<file path="config.mk">
export PLATFORM = sky130hd
export DESIGN_NAME = three_channel_triac_dimmer_flat
export DESIGN_NICKNAME = d
export VERILOG_FILES = /design/src/rtl/tcd_pkg.sv /design/src/rtl/tcd_item_if.sv /design/src/rtl/tcd_result_if.sv /design/src/rtl/tcd_in_reg.sv /design/src/rtl/tcd_panel.sv /design/src/rtl/tcd_phase.sv /design/src/rtl/tcd_out_reg.sv /design/src/rtl/three_channel_triac_dimmer.sv /design/src/flat_wrapper.sv
export SDC_FILE = /design/constraint.sdc
export NUM_CORES = 1
export LEC_CHECK = 0
export ABC_AREA = 1
export ABC_CLOCK_PERIOD_IN_PS = 8000
export BUFFER_PORTS_ARGS = -buffer_cell sky130_fd_sc_hd__buf_2
export CAP_MARGIN = 5
export CELL_PAD_IN_SITES_DETAIL_PLACEMENT = 0
export CELL_PAD_IN_SITES_GLOBAL_PLACEMENT = 1
export CORE_ASPECT_RATIO = 1.4
export CORE_MARGIN = 4
export CORE_UTILIZATION = 30
export DETAILED_ROUTE_END_ITERATION = 10
export HOLD_SLACK_MARGIN = 0.08
export PLACE_DENSITY_LB_ADDON = 0.05
export SYNTH_ARGS = -nofsm -noshare
export SYNTH_HDL_FRONTEND = slang
export SYNTH_SLANG_ARGS = --single-unit
</file>
<file path="constraint.sdc">
create_clock -name clk_i -period 8 [get_ports clk_i]
set_input_delay 0.4 -clock clk_i [delete_from_list [all_inputs] [get_ports clk_i]]
set_output_delay 0.4 -clock clk_i [all_outputs]
set_load 0.02 [all_outputs]
</file>
<file path="src/rtl/tcd_pkg.sv">
// shared types and constants of the triac dimmer
package tcd_pkg;

  localparam int unsigned BYTE_W = 8;
  localparam int unsigned POS_W  = 7;
  localparam int unsigned GATE_W = 3;
  localparam int unsigned CMP_W  = 15;
  localparam int unsigned BAR_W  = 5;
  localparam int unsigned LAMP_W = 3;

  localparam int unsigned COUNTS_PER_CODE = 16667 / 255;
  localparam int unsigned CODE_MAX        = 255;
  localparam int unsigned BUTTON_BIT      = 7;

  localparam logic [CMP_W-1:0]  FIRST_COMPARE = CMP_W'(8000);
  localparam logic [CMP_W-1:0]  LAST_COMPARE  = CMP_W'(CODE_MAX * COUNTS_PER_CODE);
  localparam logic [POS_W-1:0]  NO_TOUCH      = 7'h7F;
  localparam logic [BYTE_W-1:0] NO_BUTTON     = 8'hFF;

  typedef enum logic [1:0] {
    ACT_TOUCH   = 2'd0,
    ACT_COMPARE = 2'd1,
    ACT_PERIOD  = 2'd2
  } tcd_action_e;

  typedef struct packed {
    logic [1:0]        action;
    logic [BYTE_W-1:0] touch_byte;
  } tcd_item_t;

  typedef struct packed {
    logic [BAR_W-1:0]  left_bar;
    logic [BAR_W-1:0]  right_bar;
    logic [LAMP_W-1:0] button_lamps;
    logic              display_changed;
  } tcd_display_t;

  typedef struct packed {
    logic [GATE_W-1:0] gate_mask;
    logic [CMP_W-1:0]  compare_value;
    tcd_display_t      display;
  } tcd_result_t;

endpackage

</file>
<file path="src/rtl/tcd_item_if.sv">
// input channel of the dimmer: event code and touch byte
interface tcd_item_if;
  import tcd_pkg::*;

  logic              valid;
  logic              ready;
  logic [1:0]        action;
  logic [BYTE_W-1:0] touch_byte;

  modport source (output valid, action, touch_byte, input ready);
  modport sink   (input valid, action, touch_byte, output ready);
endinterface

</file>
<file path="src/rtl/tcd_result_if.sv">
// result channel of the dimmer: gates, compare value and display
interface tcd_result_if;
  import tcd_pkg::*;

  logic              valid;
  logic              ready;
  logic [GATE_W-1:0] gate_mask;
  logic [CMP_W-1:0]  compare_value;
  logic [BAR_W-1:0]  left_bar;
  logic [BAR_W-1:0]  right_bar;
  logic [LAMP_W-1:0] button_lamps;
  logic              display_changed;

  modport source (output valid, gate_mask, compare_value, left_bar, right_bar,
                  button_lamps, display_changed, input ready);
  modport sink   (input valid, gate_mask, compare_value, left_bar, right_bar,
                  button_lamps, display_changed, output ready);
endinterface

</file>
<file path="src/rtl/tcd_in_reg.sv">
// input register stage of the dimmer
module tcd_in_reg (
  input  logic               clk_i,
  input  logic               rst_ni,
  input  logic               valid_i,
  output logic               ready_o,
  input  tcd_pkg::tcd_item_t item_i,
  input  logic               adv_i,
  output logic               valid_o,
  output tcd_pkg::tcd_item_t item_o
);
  import tcd_pkg::*;

  logic      valid_q;
  tcd_item_t item_q;

  assign ready_o = !valid_q || adv_i;
  assign valid_o = valid_q;
  assign item_o  = item_q;

  always_ff @(posedge clk_i or negedge rst_ni) begin
    if (!rst_ni) begin
      valid_q <= 1'b0;
    end else if (valid_i && ready_o) begin
      valid_q <= 1'b1;
    end else if (adv_i) begin
      valid_q <= 1'b0;
    end
  end

  always_ff @(posedge clk_i) begin
    if (valid_i && ready_o) begin
      item_q <= item_i;
    end
  end
endmodule

</file>
<file path="src/rtl/tcd_panel.sv">
// touch decoding: selected button, slider positions, delays, bars and lamps
module tcd_panel #(
  parameter int unsigned CHANNELS = 3,
  parameter int unsigned LEVELS   = 5
) (
  input  logic                                    clk_i,
  input  logic                                    rst_ni,
  input  logic                                    fire_i,
  input  tcd_pkg::tcd_item_t                      item_i,
  output logic [CHANNELS-1:0][tcd_pkg::CMP_W-1:0] counts_o,
  output tcd_pkg::tcd_display_t                   display_o
);
  import tcd_pkg::*;

  localparam int unsigned ChW      = (CHANNELS > 1) ? $clog2(CHANNELS) : 1;
  localparam int unsigned LvlW     = (LEVELS > 0) ? $clog2(LEVELS + 1) : 1;
  localparam int unsigned CodeStep = CODE_MAX / LEVELS;
  localparam int unsigned LutDepth = 2 ** POS_W;
  localparam logic [ChW-1:0] ResetCh = ChW'((int'(NO_BUTTON) - 1) % CHANNELS);

  // channel of each button code, indexed by code minus one
  logic [ChW-1:0] chan_lut [LutDepth];
  for (genvar k = 0; k < LutDepth; k++) begin : g_lut
    assign chan_lut[k] = ChW'(k % CHANNELS);
  end

  logic [BYTE_W-1:0]                 sel_q, sel_d;
  logic [ChW-1:0]                    sel_ch_q, sel_ch_d;
  logic [CHANNELS-1:0][POS_W-1:0]    pos_q, pos_d;
  logic [CHANNELS-1:0][CMP_W-1:0]    cnt_q, cnt_d;
  logic [BAR_W-1:0]                  lbar_q, lbar_d, rbar_q, rbar_d;
  logic [LAMP_W-1:0]                 lamps_q, lamps_d;

  logic [POS_W-1:0] low;
  logic [ChW-1:0]   btn_ch, apply_ch;
  logic [POS_W-1:0] apply_val;
  logic             apply;
  logic [LvlW-1:0]  level;
  logic [BAR_W-1:0] bar;

  always_comb begin
    sel_d     = sel_q;
    sel_ch_d  = sel_ch_q;
    pos_d     = pos_q;
    cnt_d     = cnt_q;
    lbar_d    = lbar_q;
    rbar_d    = rbar_q;
    lamps_d   = lamps_q;
    low       = item_i.touch_byte[POS_W-1:0];
    btn_ch    = chan_lut[low - POS_W'(1)];
    apply     = 1'b0;
    apply_ch  = sel_ch_q;
    apply_val = low;

    case (tcd_action_e'(item_i.action))
      ACT_TOUCH: begin
        if (item_i.touch_byte[BUTTON_BIT]) begin
          // new nonzero button code: select it and reapply its stored position
          if (low != '0 && {1'b0, low} != sel_q) begin
            sel_d    = {1'b0, low};
            sel_ch_d = btn_ch;
            if (low <= POS_W'(LAMP_W)) begin
              lamps_d = LAMP_W'(1) << (low - POS_W'(1));
            end
            apply     = 1'b1;
            apply_ch  = btn_ch;
            apply_val = pos_q[btn_ch];
          end
        end else if (low != NO_TOUCH) begin
          apply = 1'b1;
        end
      end
      ACT_COMPARE: begin
      end
      ACT_PERIOD: begin
      end
      default: begin
      end
    endcase

    if (apply_val > POS_W'(LEVELS)) begin
      level = LvlW'(LEVELS);
    end else begin
      level = LvlW'(apply_val);
    end
    for (int k = 0; k < BAR_W; k++) begin
      bar[k] = (int'(level) > k);
    end

    if (apply) begin
      pos_d[apply_ch] = apply_val;
      cnt_d[apply_ch] = CMP_W'((LEVELS - int'(level)) * CodeStep * COUNTS_PER_CODE);
      if (int'(apply_ch) == 0) begin
        lbar_d = bar;
        rbar_d = '0;
      end else if (int'(apply_ch) == 1) begin
        lbar_d = bar;
        rbar_d = bar;
      end else if (int'(apply_ch) == 2) begin
        lbar_d = '0;
        rbar_d = bar;
      end
    end
  end

  assign counts_o  = cnt_q;
  assign display_o = '{left_bar: lbar_d, right_bar: rbar_d, button_lamps: lamps_d,
                       display_changed: apply};

  always_ff @(posedge clk_i or negedge rst_ni) begin
    if (!rst_ni) begin
      sel_q    <= NO_BUTTON;
      sel_ch_q <= ResetCh;
      pos_q    <= '0;
      cnt_q    <= {CHANNELS{LAST_COMPARE}};
      lbar_q   <= '0;
      rbar_q   <= '0;
      lamps_q  <= '0;
    end else if (fire_i) begin
      sel_q    <= sel_d;
      sel_ch_q <= sel_ch_d;
      pos_q    <= pos_d;
      cnt_q    <= cnt_d;
      lbar_q   <= lbar_d;
      rbar_q   <= rbar_d;
      lamps_q  <= lamps_d;
    end
  end
endmodule

</file>
<file path="src/rtl/tcd_phase.sv">
// phase timer side: gate firing on compare match and next compare selection
module tcd_phase #(
  parameter int unsigned CHANNELS = 3
) (
  input  logic                                    clk_i,
  input  logic                                    rst_ni,
  input  logic                                    fire_i,
  input  logic [1:0]                              action_i,
  input  logic [CHANNELS-1:0][tcd_pkg::CMP_W-1:0] counts_i,
  output logic [tcd_pkg::GATE_W-1:0]              gates_o,
  output logic [tcd_pkg::CMP_W-1:0]               compare_o
);
  import tcd_pkg::*;

  localparam int unsigned GateN = (CHANNELS < GATE_W) ? CHANNELS : GATE_W;

  logic [GATE_W-1:0] gates_q, gates_d, hit;
  logic [CMP_W-1:0]  next_q, next_d, min_above, min_all;

  always_comb begin
    gates_d   = gates_q;
    next_d    = next_q;
    hit       = '0;
    min_above = LAST_COMPARE;
    min_all   = LAST_COMPARE;
    for (int i = 0; i < GateN; i++) begin
      hit[i] = (counts_i[i] == next_q);
    end
    for (int i = 0; i < CHANNELS; i++) begin
      if (counts_i[i] > next_q && counts_i[i] < min_above) begin
        min_above = counts_i[i];
      end
      if (counts_i[i] < min_all) begin
        min_all = counts_i[i];
      end
    end

    case (tcd_action_e'(action_i))
      ACT_COMPARE: begin
        gates_d = gates_q | hit;
        // wrap to the earliest firing when nothing below the last compare lies later in the period
        next_d  = (min_above != LAST_COMPARE) ? min_above : min_all;
      end
      ACT_PERIOD: begin
        gates_d = '0;
      end
      ACT_TOUCH: begin
      end
      default: begin
      end
    endcase
  end

  assign gates_o   = gates_d;
  assign compare_o = next_d;

  always_ff @(posedge clk_i or negedge rst_ni) begin
    if (!rst_ni) begin
      gates_q <= '0;
      next_q  <= FIRST_COMPARE;
    end else if (fire_i) begin
      gates_q <= gates_d;
      next_q  <= next_d;
    end
  end

`ifndef NO_ASSERTIONS
  a_compare_range: assert property (@(posedge clk_i) disable iff (!rst_ni)
    next_q <= LAST_COMPARE)
    else $error("compare value beyond last firing count");
`endif
endmodule

</file>
<file path="src/rtl/tcd_out_reg.sv">
// result register of the dimmer
module tcd_out_reg (
  input  logic                 clk_i,
  input  logic                 rst_ni,
  input  logic                 load_i,
  input  tcd_pkg::tcd_result_t result_i,
  input  logic                 ready_i,
  output logic                 can_take_o,
  output logic                 valid_o,
  output tcd_pkg::tcd_result_t result_o
);
  import tcd_pkg::*;

  logic        valid_q;
  tcd_result_t result_q;

  assign can_take_o = !valid_q || ready_i;
  assign valid_o    = valid_q;
  assign result_o   = result_q;

  always_ff @(posedge clk_i or negedge rst_ni) begin
    if (!rst_ni) begin
      valid_q <= 1'b0;
    end else if (load_i) begin
      valid_q <= 1'b1;
    end else if (ready_i) begin
      valid_q <= 1'b0;
    end
  end

  always_ff @(posedge clk_i) begin
    if (load_i) begin
      result_q <= result_i;
    end
  end
endmodule

</file>
<file path="src/rtl/three_channel_triac_dimmer.sv">
// top level of the three channel touch controlled triac phase dimmer
//
//   port      dir  payload                                           beat
//   item_i    in   action, touch_byte                                one event
//   result_o  out  gate_mask, compare_value, left_bar, right_bar,    one result
//                  button_lamps, display_changed
//
// one beat in gives one beat out; a beat is held in the input register, then
// processed and loaded into the result register, and a new beat is taken every
// cycle while the result side does not stall
// the throughput is set by the single pass of panel and phase logic between
// the two registers, with all channel compares done side by side
// reset puts the selected button at none, all positions at zero, all firing
// counts at the end of the period and the first compare at 8000
// a stalled result holds in the result register while one more beat can
// still wait in the input register
module three_channel_triac_dimmer #(
  parameter int unsigned CHANNELS = 3,
  parameter int unsigned LEVELS   = 5
) (
  input  logic         clk_i,
  input  logic         rst_ni,
  tcd_item_if.sink     item_i,
  tcd_result_if.source result_o
);
  import tcd_pkg::*;

  tcd_item_t                      item_d, item_q;
  logic                           s1_valid;
  logic                           out_can;
  logic                           fire;
  logic [CHANNELS-1:0][CMP_W-1:0] counts;
  tcd_display_t                   display_d;
  logic [GATE_W-1:0]              gates_d;
  logic [CMP_W-1:0]               compare_d;
  tcd_result_t                    result_d, result_q;

  assign item_d = '{action: item_i.action, touch_byte: item_i.touch_byte};

  // input register: holds one event until the result side can take it
  tcd_in_reg u_in_reg (
    .clk_i   (clk_i),
    .rst_ni  (rst_ni),
    .valid_i (item_i.valid),
    .ready_o (item_i.ready),
    .item_i  (item_d),
    .adv_i   (fire),
    .valid_o (s1_valid),
    .item_o  (item_q)
  );

  // the event is processed and state commits in the cycle it moves on
  assign fire = s1_valid && out_can;

  // touch bytes: button select, slider apply, delays and display
  tcd_panel #(
    .CHANNELS (CHANNELS),
    .LEVELS   (LEVELS)
  ) u_panel (
    .clk_i     (clk_i),
    .rst_ni    (rst_ni),
    .fire_i    (fire),
    .item_i    (item_q),
    .counts_o  (counts),
    .display_o (display_d)
  );

  // timer events: gate firing and next compare scheduling
  tcd_phase #(
    .CHANNELS (CHANNELS)
  ) u_phase (
    .clk_i     (clk_i),
    .rst_ni    (rst_ni),
    .fire_i    (fire),
    .action_i  (item_q.action),
    .counts_i  (counts),
    .gates_o   (gates_d),
    .compare_o (compare_d)
  );

  assign result_d = '{gate_mask: gates_d, compare_value: compare_d, display: display_d};

  // result register: decouples downstream stalls from the input side
  tcd_out_reg u_out_reg (
    .clk_i      (clk_i),
    .rst_ni     (rst_ni),
    .load_i     (fire),
    .result_i   (result_d),
    .ready_i    (result_o.ready),
    .can_take_o (out_can),
    .valid_o    (result_o.valid),
    .result_o   (result_q)
  );

  assign result_o.gate_mask       = result_q.gate_mask;
  assign result_o.compare_value   = result_q.compare_value;
  assign result_o.left_bar        = result_q.display.left_bar;
  assign result_o.right_bar       = result_q.display.right_bar;
  assign result_o.button_lamps    = result_q.display.button_lamps;
  assign result_o.display_changed = result_q.display.display_changed;

`ifndef NO_ASSERTIONS
  a_fire_gives_result: assert property (@(posedge clk_i) disable iff (!rst_ni)
    fire |=> result_o.valid)
    else $error("processed beat did not reach the result register");

  a_display_only_on_touch: assert property (@(posedge clk_i) disable iff (!rst_ni)
    fire && (item_q.action != ACT_TOUCH) |=> !result_o.display_changed)
    else $error("display change reported for a timer event");

  a_period_clears_gates: assert property (@(posedge clk_i) disable iff (!rst_ni)
    fire && (item_q.action == ACT_PERIOD) |=> (result_o.gate_mask == '0))
    else $error("period start left a gate on");
`endif
endmodule

</file>
<file path="src/flat_wrapper.sv">
// flat-port wrapper written by rule: the top's interface ports become plain ports
module three_channel_triac_dimmer_flat import tcd_pkg::*;
#(
  parameter int unsigned CHANNELS = 3,
  parameter int unsigned LEVELS   = 5
)
  (clk_i, rst_ni, item_i_valid, item_i_action, item_i_touch_byte, item_i_ready, result_o_valid, result_o_gate_mask, result_o_compare_value, result_o_left_bar, result_o_right_bar, result_o_button_lamps, result_o_display_changed, result_o_ready);
  tcd_item_if item_i_i ();
  tcd_result_if result_o_i ();
  input  logic clk_i;
  input  logic rst_ni;
  input wire logic [$bits(item_i_i.valid)-1:0] item_i_valid;
  input wire logic [$bits(item_i_i.action)-1:0] item_i_action;
  input wire logic [$bits(item_i_i.touch_byte)-1:0] item_i_touch_byte;
  output wire logic [$bits(item_i_i.ready)-1:0] item_i_ready;
  output wire logic [$bits(result_o_i.valid)-1:0] result_o_valid;
  output wire logic [$bits(result_o_i.gate_mask)-1:0] result_o_gate_mask;
  output wire logic [$bits(result_o_i.compare_value)-1:0] result_o_compare_value;
  output wire logic [$bits(result_o_i.left_bar)-1:0] result_o_left_bar;
  output wire logic [$bits(result_o_i.right_bar)-1:0] result_o_right_bar;
  output wire logic [$bits(result_o_i.button_lamps)-1:0] result_o_button_lamps;
  output wire logic [$bits(result_o_i.display_changed)-1:0] result_o_display_changed;
  input wire logic [$bits(result_o_i.ready)-1:0] result_o_ready;
  assign item_i_i.valid = item_i_valid;
  assign item_i_i.action = item_i_action;
  assign item_i_i.touch_byte = item_i_touch_byte;
  assign item_i_ready = item_i_i.ready;
  assign result_o_valid = result_o_i.valid;
  assign result_o_gate_mask = result_o_i.gate_mask;
  assign result_o_compare_value = result_o_i.compare_value;
  assign result_o_left_bar = result_o_i.left_bar;
  assign result_o_right_bar = result_o_i.right_bar;
  assign result_o_button_lamps = result_o_i.button_lamps;
  assign result_o_display_changed = result_o_i.display_changed;
  assign result_o_i.ready = result_o_ready;
  three_channel_triac_dimmer #(.CHANNELS(CHANNELS), .LEVELS(LEVELS)) u_core (.clk_i(clk_i), .rst_ni(rst_ni), .item_i(item_i_i), .result_o(result_o_i));
endmodule
</file>
* Word level (Yosys, flattened, before mapping)
Memory sizes are Yosys's and may differ from the RTL's.
Cells that the tools add are included.
** Operators by class
- Magnitude comparators :: 19
- Eq/ne operators :: 10
- Multipliers :: 2
- Bitwise operators :: 2
- Add/sub/neg operators :: 2
- Shift operators :: 1
- Reductions and logical operators :: 18
- Multiplexer cells :: 46
** Operators with widths (number)
- $mux W15 :: 9
- $lt A15 B15 Y1 :: 4
- $bwmux W45 :: 1
- $eq A15 B15 Y1 :: 3
- $gt A15 B15 Y1 :: 3
- $mux W5 :: 8
- $mux W7 :: 5
- $demux W15 S2 :: 1
- $bwmux W21 :: 1
- $lt A15 B15 Y1 const B :: 1
- $mul A11 B8 Y15 const B :: 1
- $mux W3 :: 5
- $ne A15 B15 Y1 const B :: 1
- $bmux W7 S2 :: 1
- $demux W7 S2 :: 1
- $mul A4 B7 Y11 const B :: 1
- $mux W2 :: 5
- $ge A8 B8 Y1 const B :: 1
- $mux W1 :: 8
- $ne A7 B8 Y1 :: 1
- $not A7 Y8 :: 1
- $gt A7 B3 Y1 const B :: 1
- $le A7 B2 Y1 const B :: 1
- $logic_and A1 B1 Y1 :: 7
- other kinds (20) :: 29
** Word-level totals
- Register bits :: 151
- Memories :: 1
- Word-level logic and storage cells :: 124
- Output and inout bits :: 34
- Memory bits (read-only) :: 256
- Bits of input ports :: 14
** Memories
- (no name shown) :: words 128, bits a word 2, read ports 1, clocked after Yosys merged registers in 0, write ports 0, line tcd_panel.sv:50 : btn_ch = chan_lut[low - POS_W'(1)];

* Logic depth before layout (Yosys ltp)
Gate-level depths: netlist of run 1.
- Depth after elaboration :: 17
- Depth in mapped cells :: 46

* Modules after synthesis
A second synthesis of run 1 with hierarchy kept.
** Second synthesis, totals
- Cell total of the unflattened synthesis :: 1505
- Area, all modules :: 11367.2 µm²
** Modules (own cells, without submodules)
- tcd_panel :: cells each 694, area an instance 5422.7 µm², times used 1
- tcd_phase :: cells each 756, area an instance 4585.6 µm², times used 1
- tcd_out_reg :: cells each 37, area an instance 1006.0 µm², times used 1
- tcd_in_reg :: cells each 16, area an instance 345.3 µm², times used 1
- three_channel_triac_dimmer :: cells each 2, area an instance 7.5 µm², times used 1

* Least setup slack after synthesis of run 1
No wires, ideal clock.
- Path kind :: reg-to-reg
- Start point :: reg u_core.u_in_reg.item_o[0] (netlist name)
- End point :: reg u_core.u_panel.cnt_q (netlist bit u_core.u_panel.counts_o[44])
- Stages on the path, launching flop included :: 37
- Setup slack :: 1992 ps
- Buffers on the path :: 0
- Library setup time :: 88 ps
- Data arrival time :: 5920 ps
- Data required time :: 7912 ps
- Cells stage by stage :: edfxtp_1 -> inv_2 -> ha_1 -> xnor2_1 -> o21ai_0 -> nand2_1 -> nand2_1 -> nand2_1 -> o21ai_1 -> nand2_1 -> o21ai_1 -> inv_2 -> o21ai_4 -> nor2_2 -> a21oi_1 -> nand2_1 -> o21ai_0 -> nand2_1 -> nor2_1 -> nand2_1 -> nor2_2 -> inv_2 -> ha_1 -> ha_1 -> fa_1 -> nand2_1 -> nand2_1 -> nand2_1 -> xnor2_1 -> ha_1 -> ha_1 -> ha_1 -> fa_1 -> a31oi_1 -> o211ai_2 -> xor2_1 -> o21ai_1
** Between the ends
- Longest elaborated chain between the ends :: 16
- Elaborated cells between the ends (all ways) :: 33
- Classes of those cells :: add/sub: 2; mul: 2; order compare: 3; eq/ne: 2; mux: 18; bitwise: 1; reduce/logical: 4; memory: 1
** RTL lines
- $sub A7 B1 Y7 :: line tcd_panel.sv:50
- $not A7 Y8 (not written as such) :: line tcd_panel.sv:50
- $mem_v2 Z128 W2
- $mux W2 (not written as such) (2 in series) :: line tcd_panel.sv:50
- $bmux W7 S2 :: line tcd_panel.sv:67 : apply_val = pos_q[btn_ch];
- $mux W7 (not written as such) :: line tcd_panel.sv:67
- $mux W7 :: line tcd_panel.sv:59 : if (low != '0 && {1'b0, low} != sel_q) begin
- $mux W7 :: line tcd_panel.sv:57 : if (item_i.touch_byte[BUTTON_BIT]) begin
- $mux W7 :: line tcd_panel.sv:55 : case (tcd_action_e'(item_i.action))
- $gt A7 B3 Y1 :: line tcd_panel.sv:81 : if (apply_val > POS_W'(LEVELS)) begin
- $mux W3 :: line tcd_panel.sv:81
- $sub A3 B3 Y4 :: line tcd_panel.sv:92 : cnt_d[apply_ch] = CMP_W'((LEVELS - int'(level)) * CodeStep * COUNTS_PER_CODE);
- $mul A4 B7 Y11 :: line tcd_panel.sv:92
- $mul A11 B8 Y15 :: line tcd_panel.sv:92
- $bwmux W45 :: line tcd_panel.sv:92
- end signal, assigned :: line tcd_panel.sv:115 : cnt_q <= {CHANNELS{LAST_COMPARE}};
- end signal, assigned :: line tcd_panel.sv:123 : cnt_q <= cnt_d;
- end, declared :: line tcd_panel.sv:30 : logic [CHANNELS-1:0][CMP_W-1:0] cnt_q, cnt_d;
Parallel ways exist; a longest one is shown, timed or not. The select of a mux whose other input is x is not followed.
A chain may end at the register's enable or synchronous reset.

* Worst setup path after layout of run 1
- Start point :: reg u_core.u_in_reg.item_o[0] (netlist name)
- End point :: reg u_core.u_panel.cnt_q (netlist bit u_core.u_panel.counts_o[14])
** Between the ends
- Longest elaborated chain between the ends :: 16
- Elaborated cells between the ends (all ways) :: 33
- Classes of those cells :: add/sub: 2; mul: 2; order compare: 3; eq/ne: 2; mux: 18; bitwise: 1; reduce/logical: 4; memory: 1
** RTL lines (line)
- $sub A7 B1 Y7 :: tcd_panel.sv:50
- $not A7 Y8 (not written as such) :: tcd_panel.sv:50
- $mem_v2 Z128 W2
- $mux W2 (not written as such) (2 in series) :: tcd_panel.sv:50
- $bmux W7 S2 :: tcd_panel.sv:67
- $mux W7 (not written as such) :: tcd_panel.sv:67
- $mux W7 :: tcd_panel.sv:59
- $mux W7 :: tcd_panel.sv:57
- $mux W7 :: tcd_panel.sv:55
- $gt A7 B3 Y1 :: tcd_panel.sv:81
- $mux W3 :: tcd_panel.sv:81
- $sub A3 B3 Y4 :: tcd_panel.sv:92
- $mul A4 B7 Y11 :: tcd_panel.sv:92
- $mul A11 B8 Y15 :: tcd_panel.sv:92
- $bwmux W45 :: tcd_panel.sv:92
Parallel ways exist; a longest one is shown, timed or not. The select of a mux whose other input is x is not followed.

==> run summary, run 1 <==
largest net degree at the start of global routing: 68
drt wl/cell: 18.02 microns
starting density of the core: 30.45%
period utilization: 91.11%
RR Startpoint: u_core.u_in_reg.item_o[0]$_DFFE_PP_
clk sinks: 151
r2r endpoint: u_core.u_panel.counts_o[14]$_DFFE_PN1P_
WS Path Type: flip-flop to flip-flop
area grow syn2layout: 14.14%
Mapped Cells: 1392
Post-layout nets: 1597
r2r setup slk: 710 ps
global-route wire length before repair: 54300 microns
max_cap viols: 0
Async S/R FF share, synth: 72.19%
routability cong.: 0.8325
area share of fa/ha/maj cells after synthesis: 15.17%
initial antenna violation count: 0
pwr/cell area: 436.8 mW/mm^2
leading area contributor after synthesis: dfrtp_1
Post-synth EDFFs: 42
post-synthesis sequential area ratio: 37.03%
Synth Net Count: 1537
die height: 233.6 microns
CP required: 8350 ps
Post-synth top flop: dfrtp_1
PortBufs: 47
routed wire length: 34730 microns
post-route minimum period: 7289 ps
Critical Path End: u_core.u_panel.counts_o[14]$_DFFE_PN1P_
startpoint types: flip-flop
main combinational cell family by area after synthesis: simple AND/OR/NAND/NOR gates
count leader, synth: nand2_1
Synth cell types: 53
Congestion Overflow GR: 0
# diodes: 0
Slew Viols, Final: 0
Reg clk slew, reported paths: 70 ps
die outline width: 169.1 microns
slowest CP cell: edfxtp_1
Synth top area share: 16.06%
Worst IR Drop VDD: 0.1606 mV
Total GRT Usage: 18.09%
Pwr Total: 5.437 mW
worst path arrival time: 7640 ps
Slew @ Worst Pin: 963.5 ps
later-pin clock latency in the skew report: 450 ps
leak pwr: 6.045 nW
crit end category: flip-flop
XOR/XNOR share of the synthesized area: 1.606%
H-tree Lvls: 4
Avg Inst Size Synth: 7.833 sq um
FMAX: 137.2 MHz
synth warn: 0
DRC errors left: 0
Synth Cell Area: 0.01090 sq mm
CTS buffer count: 17
FP Rows: 82
# IOs: 48
vias in the first global route: 9450
Layout Utilization: 34.76%
#FFs+latches synth: 151
share of layout cells above drive strength 1: 15.77%
crit-path max cell delay: 500 ps
Fin Clk Skew: 11.66 ps
vias: 9108
CTS tree: yes
routed vias/inst: 4.727
1st-pass router iterations: 4
core area: 0.03581 sq mm
setup tns final: 0 ps
Critical Path Source: u_core.u_in_reg.item_o[0]$_DFFE_PP_
Reg2Reg Depth: 36
unrepaired setup endpoints after global routing: no
Slew Limit Headroom: 35.27%
cell mode on critical path: nand2_1
Hold Path Class: input port to flip-flop
clk buf depth: 2
die area: 0.03951 sq mm
synth top area cells: dfrtp_1 (16%), ha_1 (15%), nand2_1 (13%)
setup bufs post-CTS: 0
peak fanout along the critical path: 10
Final setup viols: 0
final hold violation count: 0
simple-gate area share of the yosys netlist: 24.51%
Synth Area in Compound Gates: 13.76%
root buffer cell: clkbuf_16
multiplexer share of the synthesized area: 0.2065%
status: finished, final reports clean
post-route ant nets: 0
Iter 0 DRT Violations: 446
synth cell count leaders: nand2_1 (384), inv_1 (164), o21ai_0 (134)
Final HPWL DP: 27500 microns
-- cell families (layout without fill, tap and decap cells) --
kind of cell               Yosys count  after routing
muxes                                2              2
DFF                                151            151
AOI/OAI and AO/OA                  269            269
and+or+nand+nor                    604            604
buffers and inverters              215            288
xor gates and xnor gates            20             20
adders and majority gates          131            131
-- how the worst min path moves through the flow --
stage / startpoint / to / slack [ps] / cells past startpoint
after floorplan: rst_ni / u_core.u_in_reg.valid_o$_DFFE_PN0P_ / 100 / 0
after global placement: u_core.u_panel.sel_q[7]$_DFFE_PN1P_ / u_core.u_panel.sel_q[7]$_DFFE_PN1P_ / 450 / 2
after detailed placement: u_core.u_panel.sel_q[7]$_DFFE_PN1P_ / u_core.u_panel.sel_q[7]$_DFFE_PN1P_ / 460 / 2
after CTS: item_i_touch_byte[3] / u_core.u_in_reg.item_o[3]$_DFFE_PP_ / 90 / 1
after global routing: item_i_touch_byte[5] / u_core.u_in_reg.item_o[5]$_DFFE_PP_ / 100 / 1
final: item_i_touch_byte[3] / u_core.u_in_reg.item_o[3]$_DFFE_PP_ / 120 / 1
-- flip-flops by register name, summed over array words and instances (netlist names) --
name / cells
u_core.u_panel.lbar_q: 5
u_core.u_panel.counts_o: 45
u_core.u_out_reg.valid_o: 1
u_core.u_panel.pos_q: 21
u_core.u_in_reg.item_o: 10
u_core.u_panel.lamps_q: 3
u_core.u_panel.rbar_q: 5
u_core.u_panel.sel_ch_q: 2
u_core.u_phase.gates_q: 3
u_core.u_out_reg.result_o: 32
u_core.u_in_reg.valid_o: 1
u_core.u_phase.next_q: 15
u_core.u_panel.sel_q: 8
-- worst max-delay path: cells and delay by family (launching register included) --
family,cells,cell delay (ps)
AOI/OAI and AO/OA,10,1810
and+or+nand+nor,11,1300
adders and majority gates,8,2490
DFF,1,500
xor gates and xnor gates,3,570
buffers and inverters,4,470
-- cells in the final DEF (no fill, tap or decap), drive strengths merged, types with 3 or more instances in the layout --
| master | Yosys | final |
|---|---|---|
| clkbuf | 23 | 17 |
| ha | 129 | 129 |
| nor4 | 6 | 6 |
| nand4 | 20 | 20 |
| o21a | 3 | 3 |
| o21bai | 6 | 6 |
| nand2 | 413 | 413 |
| o22ai | 9 | 9 |
| nor2 | 91 | 91 |
| dfrtp | 70 | 70 |
| o211ai | 6 | 6 |
| xnor2 | 5 | 5 |
| inv | 177 | 186 |
| nand3b | 4 | 4 |
| a21oi | 56 | 56 |
| clkinv | 1 | 3 |
| o21ai | 166 | 166 |
| nand3 | 62 | 62 |
| bufinv | 0 | 3 |
| xor2 | 15 | 15 |
| nor3 | 6 | 6 |
| buf | 14 | 77 |
| dfstp | 39 | 39 |
| edfxtp | 42 | 42 |
| a211oi | 7 | 7 |
-- area by class of cell --
cell class                 instances  area, sq um
multi-input combinational       1026         6065
timing repair buffer              78        473.0
clock buffer                      17        425.4
sequential                       151         4038
fill                            3835        23360
tap                              462        578.1
clock inverter                    15        198.9
inverter                         178        668.1
-- metal layers --
layer	track usage, %	up-vias	share of wire, %
li1	-	4733	-
met1	19.78	4231	40
met2	34.98	101	55
met3	2.692	43	2.0
met4	6.443	0	3.1
met5	0	-	0
-- per-stage QoR --
stage,hold WS [ps],setup WS [ps],cell area (sq um),instances
3_3_place_gp,449.3,82.36,11780,1894
5_1_grt,95.66,65.90,12450,1927
4_1_cts,91.54,35.52,12410,1927
2_1_floorplan,104.4,1992,10900,1392
3_5_place_dp,458.5,73.77,11780,1894
6_report,121.5,710.8,12450,1927
-- what timing repair did --
action                                 4_1_cts  5_1_grt
hold buffers                                 1        0
setup endpoints to repair                    0        9
endpoints found under the hold margin       20        0
gates resized for setup                      0        5
-- power breakdown --
group,switching [mW],internal [mW]
clock network,0.396,0.504
registers,0.174,1.11
logic,2.14,1.12
total,2.71,2.73
No activity file was read; power rests on OpenSTA's default activity.
==> inputs of run 2 (changes only) <==
ABC_CLOCK_PERIOD_IN_PS = 6100   (was 8000)
clock period = 6.1 ns   (was 8 ns; I/O delays follow)
==> run 2 against run 1 <==
Global-route usage rose by 1.1 points. Sequential share of layout area shrank 4.6 points. Fmax increased by 22%. Critical path depth up 3. Sequential cell count unchanged. Clock skew increased by 0.80 ps. Non-clock buffer count increased by 196. First-iteration DRC count shrank 8.1%. Setup slack lost 560 ps. Power up 55%. Hold slack gained 8.8 ps. Final area rose by 17%. Largest power group unchanged.
==> run summary, run 2 (synthesized netlist as in run 1, its figures left out) <==
die outline width: 169.1 microns (unchanged)
vias in the first global route: 10347 (+9.5%)
max_cap viols: 0 (unchanged)
pwr/cell area: 581.2 mW/mm^2 (+33%)
Hold Path Class: input port to flip-flop
Design Area, Final: 0.01451 sq mm (+17%)
routed vias/inst: 4.682 (-0.95%)
Pwr Total: 8.433 mW (+55%)
final hold slack: 130.3 ps (+8.832 ps)
crit end category: flip-flop
largest net degree at the start of global routing: 62 (-8.8%)
core area: 0.03581 sq mm (unchanged)
Worst path depth: 39 (+8.3%)
Slew Viols, Final: 0 (unchanged)
# diodes: 0 (unchanged)
cell mode on critical path: ha_4
Critical path buffers and inverters: 8 (+4)
placed instance count: 2053 (+8.4%)
H-tree Lvls: 4 (unchanged)
DRC errors left: 0 (unchanged)
CTS tree: yes
die area: 0.03951 sq mm (unchanged)
FP Rows: 82 (unchanged)
Final HPWL DP: 29480 microns (+7.2%)
WS Path Type: flip-flop to flip-flop
Post-layout nets: 1796 (+12%)
Worst IR Drop VDD: 0.2294 mV (+43%)
routed wire length: 37360 microns (+7.6%)
r2r setup slk: 150 ps (-560 ps)
commonest non-fill, non-tap cell in the layout: nand2_1
clk buf depth: 2 (unchanged)
Fin Clk Skew: 12.46 ps (+0.7991 ps)
setup tns final: 0 ps (unchanged)
Reg2Reg Depth: 39 (+8.3%)
Critical Path Source: u_core.u_in_reg.item_o[0]$_DFFE_PP_
crit-path max cell delay: 420 ps (-80 ps)
max FFs per register: 45 (unchanged)
global-route wire length before repair: 58380 microns (+7.5%)
area post-placement: 0.01298 sq mm (+10%)
1st-pass router iterations: 6 (+2)
Final WS setup: 147.4 ps (-563.5 ps)
routability cong.: 0.8169 (-1.9%)
drt wl/cell: 17.57 microns (-2.5%)
clk sinks: 151 (unchanged)
fill count: 3796 (-1.0%)
Iter 0 DRT Violations: 410 (-8.1%)
share of layout cells above drive strength 1: 30.05% (+14 points)
later-pin clock latency in the skew report: 450 ps (about the same)
unrepaired setup endpoints after global routing: yes
Hold Path Depth: 4 (+3)
Crit path max-delay family: adder cells
commonest non-fill, non-tap cells in the layout: nand2_1 (371), buf_4 (209), inv_1 (156)
CTS buffer count: 17 (unchanged)
CP required: 6470 ps (-1880 ps)
period utilization: 97.58% (+6.5 points)
area grow syn2layout: 33.06%
HP Start: result_o_ready
# IOs: 48 (unchanged)
worst slack at placement: -647.5 ps (-721.3 ps)
Total GRT Usage: 19.22% (+1.1 points)
slowest CP cell: fa_2
peak fanout along the critical path: 5 (-5)
root buffer cell: clkbuf_16
starting density of the core: 30.45% (unchanged)
Final setup viols: 0 (unchanged)
PortBufs: 47 (unchanged)
Slew @ Worst Pin: 891.7 ps (-71.84 ps)
startpoint types: flip-flop
worst path arrival time: 6320 ps (-1320 ps)
status: finished, final reports clean
die height: 233.6 microns (unchanged)
Slew Limit Headroom: 40.56% (+5.3 points)
post-route ant nets: 0 (unchanged)
post-route minimum period: 5953 ps (-1337 ps)
Reg clk slew, reported paths: 70 ps (about the same)
initial antenna violation count: 0 (unchanged)
final hold violation count: 0 (unchanged)
Congestion Overflow GR: 0 (unchanged)
Layout Utilization: 40.52% (+5.8 points)
leak pwr: 7.029 nW (+16%)
FMAX: 168.0 MHz (+22%)
RR Startpoint: u_core.u_in_reg.item_o[0]$_DFFE_PP_
fin cells: 2126 (+10%)
vias: 9953 (+9.3%)
==> run 2: cell count changes in the layout (fill, tap and decap cells not counted), sizes merged <==
cell | before | now
bufinv | 3 | 0
dlygate4sd3 | 1 | 12
o21ai | 166 | 167
buf | 77 | 262
inv | 186 | 185
clkbuf | 17 | 19
clkinv | 3 | 5
nand2 | 413 | 415
==> run 2: path summary, 6_finish.rpt <==
path,end
worst max-delay path,u_core.u_panel.counts_o[14]$_DFFE_PN1P_
worst min-delay path,u_core.u_out_reg.valid_o$_DFFE_PN0P_
worst max register to register,u_core.u_panel.counts_o[14]$_DFFE_PN1P_
worst min register to register,u_core.u_panel.sel_q[7]$_DFFE_PN1P_
max in group asynchronous,u_core.u_panel.sel_ch_q[0]$_DFFE_PN0P_
min in group asynchronous,u_core.u_phase.next_q[13]$_DFFE_PN0P_
==> run 2: repair_timing <==
| item | 4_1_cts | 5_1_grt |
|---|---|---|
| endpoints found under the hold margin | 35 | 0 |
| gates resized for setup | 38 | 100 |
| pin swaps | 13 | 52 |
| setup buffers | 9 | 17 |
| endpoints found under the setup margin | 18 | 48 |
| gates cloned | 1 | 2 |
| hold buffers | 12 | 0 |
==> run 2: area by class of cell <==
cell class	count	area, sq um	share of cell area, %
Tap cell	462	578.1	3.984
Sequential cell	151	4038	27.83
Timing Repair Buffer	274	2011	13.86
Clock buffer	19	442.9	3.053
Multi-Input combinational cell	1029	6655	45.87
Inverter	178	675.6	4.657
Clock inverter	13	108.9	0.7503
==> run 2: worst register-to-register path, delay by kind of cell (launching register included) <==
kind | cells | cell delay [ps]
AO/OA/AOI/OAI | 11 | 1290
XOR/XNOR | 3 | 450
adder cells (fa/ha/maj) | 9 | 2060
buffers and inverters | 8 | 1040
flip-flops | 1 | 400
AND/OR/NAND/NOR | 8 | 690
==> run 2: per-layer routing <==
layer  share of wire, %  routed length, microns  GRT usage (%)  up-vias
met5                  0                       0              0        -
met3                1.7                     626          2.218       41
met1                 40                   15090          21.37     4647
met4                2.7                     995          6.242        0
li1                   -                       -              -     5151
met2                 55                   20650          37.51      114
==> run 2: power by group <==
part           leakage [nW]  internal [mW]  switching, mW
Clock                 0.272          0.543          0.501
Combinational          5.04           2.49           3.23
Sequential             1.72           1.45          0.215
